<file path="src/hdl/sbis_pkg.sv">
// ----------------------------------------------------------------------------
// sbis_pkg
// Sizes, codes, port structs and the xorshift32 step shared by the sequencer.
// ----------------------------------------------------------------------------
package sbis_pkg;

   localparam int MAX_SAMPLES = 1024;
   localparam int MAX_BATCH   = 64;

   localparam int IDX_W       = $clog2(MAX_SAMPLES);
   localparam int CNT_W       = IDX_W + 1;
   localparam int COUNT_REG_W = 11;
   localparam int BS_W        = 7;
   localparam int SLOT_W      = 6;
   localparam int OPCODE_W    = 2;
   localparam int SEED_W      = 32;
   localparam int STATUS_W    = 2;
   localparam int CSR_INDEX_W = 2;
   localparam int CSR_DATA_W  = 11;
   localparam int PROD_W      = CNT_W + BS_W;

   localparam int REM_DIGIT_W = 8;
   localparam int REM_STEPS   = SEED_W / REM_DIGIT_W;
   localparam int REM_STEP_W  = $clog2(REM_STEPS);

   localparam int XS_A = 13;
   localparam int XS_B = 17;
   localparam int XS_C = 5;
   localparam logic [SEED_W-1:0] SEED_DEFAULT = 32'd42;

   localparam logic [COUNT_REG_W-1:0] COUNT_RESET = 11'd1024;
   localparam logic [BS_W-1:0]        BS_RESET    = 7'd1;

   localparam logic [OPCODE_W-1:0] OP_INIT      = 2'd0;
   localparam logic [OPCODE_W-1:0] OP_RESHUFFLE = 2'd1;
   localparam logic [OPCODE_W-1:0] OP_NEXT      = 2'd2;

   localparam logic [STATUS_W-1:0] ST_SAMPLE    = 2'd0;
   localparam logic [STATUS_W-1:0] ST_DONE      = 2'd1;
   localparam logic [STATUS_W-1:0] ST_EXHAUSTED = 2'd2;

   localparam logic [CSR_INDEX_W-1:0] REG_SAMPLE_COUNT = 2'd0;
   localparam logic [CSR_INDEX_W-1:0] REG_BATCH_SIZE   = 2'd1;
   localparam logic [CSR_INDEX_W-1:0] REG_SHUFFLE_EN   = 2'd2;

   typedef struct packed {
      logic             en;
      logic [IDX_W-1:0] addr;
      logic [IDX_W-1:0] data;
   } mem_wr_type;

   typedef struct packed {
      logic             en;
      logic [IDX_W-1:0] addr;
   } mem_rd_type;

   typedef struct packed {
      logic              start;
      logic [SEED_W-1:0] dividend;
      logic [CNT_W-1:0]  divisor;
   } rem_req_type;

   typedef struct packed {
      logic             done;
      logic [IDX_W-1:0] remainder;
   } rem_rsp_type;

   function automatic logic [SEED_W-1:0] rng_next(input logic [SEED_W-1:0] x);
      logic [SEED_W-1:0] y;
      y = x ^ (x << XS_A);
      y = y ^ (y >> XS_B);
      y = y ^ (y << XS_C);
      return y;
   endfunction

endpackage

</file>
<file path="src/hdl/sbis_rem_unit.sv">
// ----------------------------------------------------------------------------
// sbis_rem_unit
// Restoring remainder of a 32-bit value by the shuffle bound, one byte a cycle.
// ----------------------------------------------------------------------------
module sbis_rem_unit (
   input  logic                  clock,
   input  logic                  reset,
   input  sbis_pkg::rem_req_type req,
   output sbis_pkg::rem_rsp_type rsp
);
   import sbis_pkg::*;

   logic                  run_ff, run_in;
   logic                  done_ff, done_in;
   logic [REM_STEP_W-1:0] cnt_ff, cnt_in;
   logic [SEED_W-1:0]     dvd_ff, dvd_in;
   logic [CNT_W-1:0]      dsr_ff, dsr_in;
   logic [IDX_W-1:0]      rem_ff, rem_in;
   logic [IDX_W-1:0]      rem_step;

   always_comb begin
      logic [CNT_W-1:0] t;
      rem_step = rem_ff;
      for (int k = 0; k < REM_DIGIT_W; k++) begin
         t = {rem_step, dvd_ff[SEED_W-1-k]};
         if (t >= dsr_ff) begin
            rem_step = IDX_W'(t - dsr_ff);
         end else begin
            rem_step = t[IDX_W-1:0];
         end
      end
   end

   always_comb begin
      run_in  = run_ff;
      done_in = 1'b0;
      cnt_in  = cnt_ff;
      dvd_in  = dvd_ff;
      dsr_in  = dsr_ff;
      rem_in  = rem_ff;
      if (req.start) begin
         run_in = 1'b1;
         cnt_in = '0;
         dvd_in = req.dividend;
         dsr_in = req.divisor;
         rem_in = '0;
      end else if (run_ff) begin
         rem_in = rem_step;
         dvd_in = dvd_ff << REM_DIGIT_W;
         cnt_in = cnt_ff + REM_STEP_W'(1);
         if (cnt_ff == REM_STEP_W'(REM_STEPS - 1)) begin
            run_in  = 1'b0;
            done_in = 1'b1;
         end
      end
   end

   always_ff @(posedge clock) begin
      if (reset) begin
         run_ff  <= 1'b0;
         done_ff <= 1'b0;
      end else begin
         run_ff  <= run_in;
         done_ff <= done_in;
      end
      cnt_ff <= cnt_in;
      dvd_ff <= dvd_in;
      dsr_ff <= dsr_in;
      rem_ff <= rem_in;
   end

   assign rsp.done      = done_ff;
   assign rsp.remainder = rem_ff;

endmodule

</file>
<file path="config.mk">
export PLATFORM = sky130hd
export DESIGN_NAME = sbis_rem_unit
export DESIGN_NICKNAME = d
export VERILOG_FILES = /design/src/hdl/sbis_pkg.sv /design/src/hdl/sbis_rem_unit.sv
export SDC_FILE = /design/constraint.sdc
export NUM_CORES = 1
export LEC_CHECK = 0
export BUFFER_PORTS_ARGS = -buffer_cell sky130_fd_sc_hd__buf_2
export CORE_AREA = 2 2 121 123
export CTS_BUF_LIST = sky130_fd_sc_hd__clkbuf_8
export DETAILED_ROUTE_END_ITERATION = 8
export DIE_AREA = 0 0 123 125
export GPL_ROUTABILITY_DRIVEN = 0
export PLACE_DENSITY = 0.73
export SETUP_SLACK_MARGIN = 0.3
export SYNTH_ARGS = -nofsm -noshare
export SYNTH_HDL_FRONTEND = slang
export SYNTH_SLANG_ARGS = --single-unit
</file>
<file path="constraint.sdc">
create_clock -name clock -period 18 [get_ports clock]
set_input_delay 3.6 -clock clock [delete_from_list [all_inputs] [get_ports clock]]
set_output_delay 3.6 -clock clock [all_outputs]
set_load 0.005 [all_outputs]
</file>
**Word level (Yosys, flattened, before mapping)**

Cells that the tools add are included.

- $add $sub $neg: 9
- Magnitude comparators: 8
- Equality and inequality tests: 1
- Mux-type cells: 14
- Bitwise gates (word level): 1
- Reductions and logical operators: 2

Operators with widths:

| kind | number |
|---|---|
| 11-bit >= comparator | 8 |
| 10-bit two-way mux | 8 |
| 10-bit subtractor | 8 |
| 32-bit two-way mux | 2 |
| 1-bit two-way mux | 4 |
| 3-bit OR reduction | 1 |
| 2-bit by 1-bit adder with 2-bit output (second input constant) | 1 |
| 2-bit == test (second input constant) | 1 |
| 2-bit nonzero test | 1 |
| 1-bit inverter | 1 |

- Flip-flop bits (word level): 57
- Input bits: 46
- Output and inout port bits: 11
- Word-level logic and storage cells: 41

**Longest topological paths before layout**

- Depth after elaboration: 16
- Depth in mapped cells: 71
- Mapped depth without buffers: 70

**Worst setup path before layout**

No wires, ideal clock.

- Kind: register to register
- Start: reg dsr_ff[1]
- End: reg rem_ff[7]
- Library setup time: 59 ps
- Data arrival time: 14,279 ps
- Required time: 17,941 ps
- Slack: 3,662 ps
- Stages on the path, launching flop included: 65
- Buffers on the path: 3
- Period minus slack after synthesis: 14,338 ps
- Cells stage by stage: edfxtp_1 > inv_1 > ha_1 > nor2b_1 > o31a_1 > o41ai_4 > nand2_1 > mux2_1 > ha_1 > nand4_1 > o211ai_1 > nand2_1 > and2_1 > clkbuf_1 > nor3_1 > a21o_1 > ha_1 > a2111oi_0 > [29 not listed] > inv_1 > ha_1 > nor2b_1 > o2111ai_1 > nand2_1 > o221ai_1 > a31oi_1 > clkbuf_1 > a21oi_1 > ha_1 > nor2b_1 > o211ai_1 > nand3_1 > a311oi_1 > a21oi_1 > clkbuf_1 > a311oi_1 > o31a_1

- Longest elaborated chain between the ends: 16
- Elaborated cells between the ends (all ways): 24
- Those cells by class: 8 x add/sub; 8 x order compare; 8 x mux

RTL lines:

| item | RTL line | text |
|---|---|---|
| start, declared | sbis_rem_unit.sv:17 | `logic [CNT_W-1:0] dsr_ff, dsr_in;` |
| start signal, assigned | sbis_rem_unit.sv:68 | `dsr_ff <= dsr_in;` |
| 10-bit subtractor / 11-bit >= comparator (equally long branches) | sbis_rem_unit.sv:27, sbis_rem_unit.sv:26 |  |
| 10-bit two-way mux | sbis_rem_unit.sv:26 | `if (t >= dsr_ff) begin` |
| 10-bit subtractor / 11-bit >= comparator (equally long branches) | sbis_rem_unit.sv:27, sbis_rem_unit.sv:26 |  |
| 10-bit two-way mux | sbis_rem_unit.sv:26 |  |
| 10-bit subtractor / 11-bit >= comparator (equally long branches) | sbis_rem_unit.sv:27, sbis_rem_unit.sv:26 |  |
| 10-bit two-way mux | sbis_rem_unit.sv:26 |  |
| 10-bit subtractor / 11-bit >= comparator (equally long branches) | sbis_rem_unit.sv:27, sbis_rem_unit.sv:26 |  |
| 10-bit two-way mux | sbis_rem_unit.sv:26 |  |
| 10-bit subtractor / 11-bit >= comparator (equally long branches) | sbis_rem_unit.sv:27, sbis_rem_unit.sv:26 |  |
| 10-bit two-way mux | sbis_rem_unit.sv:26 |  |
| 10-bit subtractor / 11-bit >= comparator (equally long branches) | sbis_rem_unit.sv:27, sbis_rem_unit.sv:26 |  |
| 10-bit two-way mux | sbis_rem_unit.sv:26 |  |
| 11-bit >= comparator / 10-bit subtractor (equally long branches) | sbis_rem_unit.sv:26, sbis_rem_unit.sv:27 |  |
| 10-bit two-way mux | sbis_rem_unit.sv:26 |  |
| 10-bit subtractor / 11-bit >= comparator (equally long branches) | sbis_rem_unit.sv:27, sbis_rem_unit.sv:26 |  |
| 10-bit two-way mux * | sbis_rem_unit.sv:26 |  |
| end signal, assigned | sbis_rem_unit.sv:69 | `rem_ff <= rem_in;` |
| end, declared | sbis_rem_unit.sv:18 | `logic [IDX_W-1:0] rem_ff, rem_in;` |

Every way passes the cells marked *; elsewhere a longest branch is shown, timed or not.
A chain may end at the register's enable or synchronous reset.

**Worst setup path after layout**

- Start: reg dsr_ff[1]
- End: reg rem_ff[2]

The elaborated chain is that of the path after synthesis.

==> flow_summary.toml <==
[outcome]
outcome = "completed"

[timing]
hold_viol = 0
fmaxAchievable_mhz = 60.9
slew_viol_final = 0
rsz0062_at_grt = "no"
worst_pin_slew_ns = 0.783
setup_viol = 0
tns_ns = 0
hold_slack_ns = 0.498
finalClockSkew_ns = 0.0170
slew-limit-headroom_pct = 47.8
finalCritPeriodShare_pct = 91.2
post-route-min-period_ns = 16.41

[synth]
netlist_instances = 785
ys_types = 74
yosys_register_bits = 57
async_flop_share_pct = 0
syn_avg_cell_area_um2 = 8.85
synth_area_um2 = 6950
seq_area_frac_synth_pct = 22.6
synth-main-ff-cell = "edfxtp_1"
ys.warnings.count = 0
synth_edf_count = 43
syn-num-nets = 928

[placement]
io_buffers = 56
place_area_um2 = 7450
dp_hpwl_um = 14500
placedCellCount = 1018

[detailed_routing]
num_vias = 6331
drcViolationCount = 0
drt_pass1_iterations = 6
initialDrtViolationCount = 636
vias_per_cell = 6.11
drt.antenna.violating_nets = 0
wl_per_cell_um = 17.9
wl_um = 18600

[setup_path]
required_ns = 18.25
crit_fanout = 16
cpMostUsedCell = "ha_1"
start_kind = "flop"
slowest_delay_ns = 0.46
critPathTopFamily = "compound AO/OA/AOI/OAI gates"
path_class = "reg -> reg"
critPathLaunch = "dsr_ff[1]"
cp_slowest_cell = "or3_1"
critPathArrivalTime_ns = 16.66
worst-path-buf-inv = 5
r2r-start = "dsr_ff[1]"
end_kind = "flop"

[floorplanning]
initial_core_util_pct = 48.9
die-height_um = 125
core_area_um2 = 14200
num_io_pins = 57
num_rows = 44
die-width_um = 123
die_area_um2 = 15400

[final_layout]
layout.cells.non_filler = 1037
design_area_um2 = 7700
num-nets-final = 991
n_antenna_cell = 0
final_cell_mix = "ha_1, a21oi_1, buf_2"
layout-area-overhead-vs-synth_pct = 10.8
layout-drive-gt1-share_pct = 17.5
layout_commonest_cell = "ha_1"

[clock_network]
cts.sinks = 57
cts_root_buf = "clkbuf_8"
tritoncts = "done"
clock_latency_ns = 0.35
clkTransAtPathRegs_ns = 0.07
clk_path_buf_depth = 2
cts_max_level = 3
cts_made_buffers = 9

[flow_run]
drv_cap = 0

[grt]
gr-total-overflow = 0
grtUsageTotal_pct = 24.7
grt_pass1_wl_um = 30100
antenna_found_initial = 0
grt_max_degree = 57
grt_pass1_vias = 6000

[worst_hold_path]
min_from = "cnt_ff[1]"
min_path_type = "reg -> reg"
layout make-up:
class	count	area [µm²]
clock buffers	9	124
inverters	55	206
repair buffers	65	348
well taps	184	230
multi-input cells	660	5140
flip-flops and latches	57	1570
fillers	1353	6500
clock inverters	7	86.3
what timing repair did:
| item | in CTS | in global routing |
|---|---|---|
| hold buffers | 0 | 0 |
| endpoints found under the hold margin | 0 | 0 |
| setup buffers | 0 | 3 |
| resized for setup | 0 | 5 |
| endpoints found under the setup margin | 0 | 10 |
worst min-delay path, stage by stage, from the launching register on:
cell and delay, ns:
dfxtp_1 0.33, mux2i_1 0.06, nor2_1 0.07
flip-flops by register name, summed over array words and instances (netlist names):
| signal | count |
|---|---|
| cnt_ff | 2 |
| run_ff | 1 |
| dsr_ff | 11 |
| dvd_ff | 32 |
| done_ff | 1 |
| rem_ff | 10 |
cell usage after synthesis (17+ instances only):
library cell,n,area [µm²]
a21o_1,23,173
a21oi_1,60,300
edfxtp_1,43,1290
ha_1,89,1110
inv_1,54,203
mux2_2,38,428
nand2_1,45,169
nand4_1,18,113
nor2_1,50,188
nor2b_1,17,106
o21a_1,18,135
o21ai_0,47,235
xnor2_1,36,315
xor2_1,17,149
cell families (layout without fill, tap and decap cells):
| logic type | Yosys count | count (layout) | synth area share (%) |
|---|---|---|---|
| xor+xnor | 53 | 53 | 6.68 |
| simple gates | 208 | 208 | 15.2 |
| flops | 57 | 57 | 22.6 |
| fa+ha+maj | 97 | 97 | 18.3 |
| mux | 45 | 45 | 7.31 |
| buf+inv | 68 | 136 | 3.76 |
| compound gates | 257 | 257 | 26.1 |
routing by layer:
layer | share of wire (%) | global-route usage, % | up-vias
met5 | 0 | 0 | -
met4 | 3.4 | 9.36 | 0
met3 | 5.7 | 3.60 | 49
met2 | 47 | 40.1 | 243
met1 | 44 | 33.2 | 2938
li1 | - | - | 3101
final timing paths:
path,end,slack (ns),cells past startpoint
worst max-delay path,rem_ff[2],1.59,62
worst max register to register,rem_ff[2],1.59,62
worst min register to register,cnt_ff[1],0.50,2
worst min-delay path,cnt_ff[1],0.50,2
metrics by stage:
step	setup WS [ns]	utilization (%)
4_1_cts	0.937	53.9
6_report	1.59	54.2
3_5_place_dp	1.03	52.5
5_1_grt	0.328	54.2
2_1_floorplan	3.66	-
3_3_place_gp	1.40	52.5
Power is not shown: default switching activity piles up to over one toggle a cycle in this logic, so the estimate is an artifact.
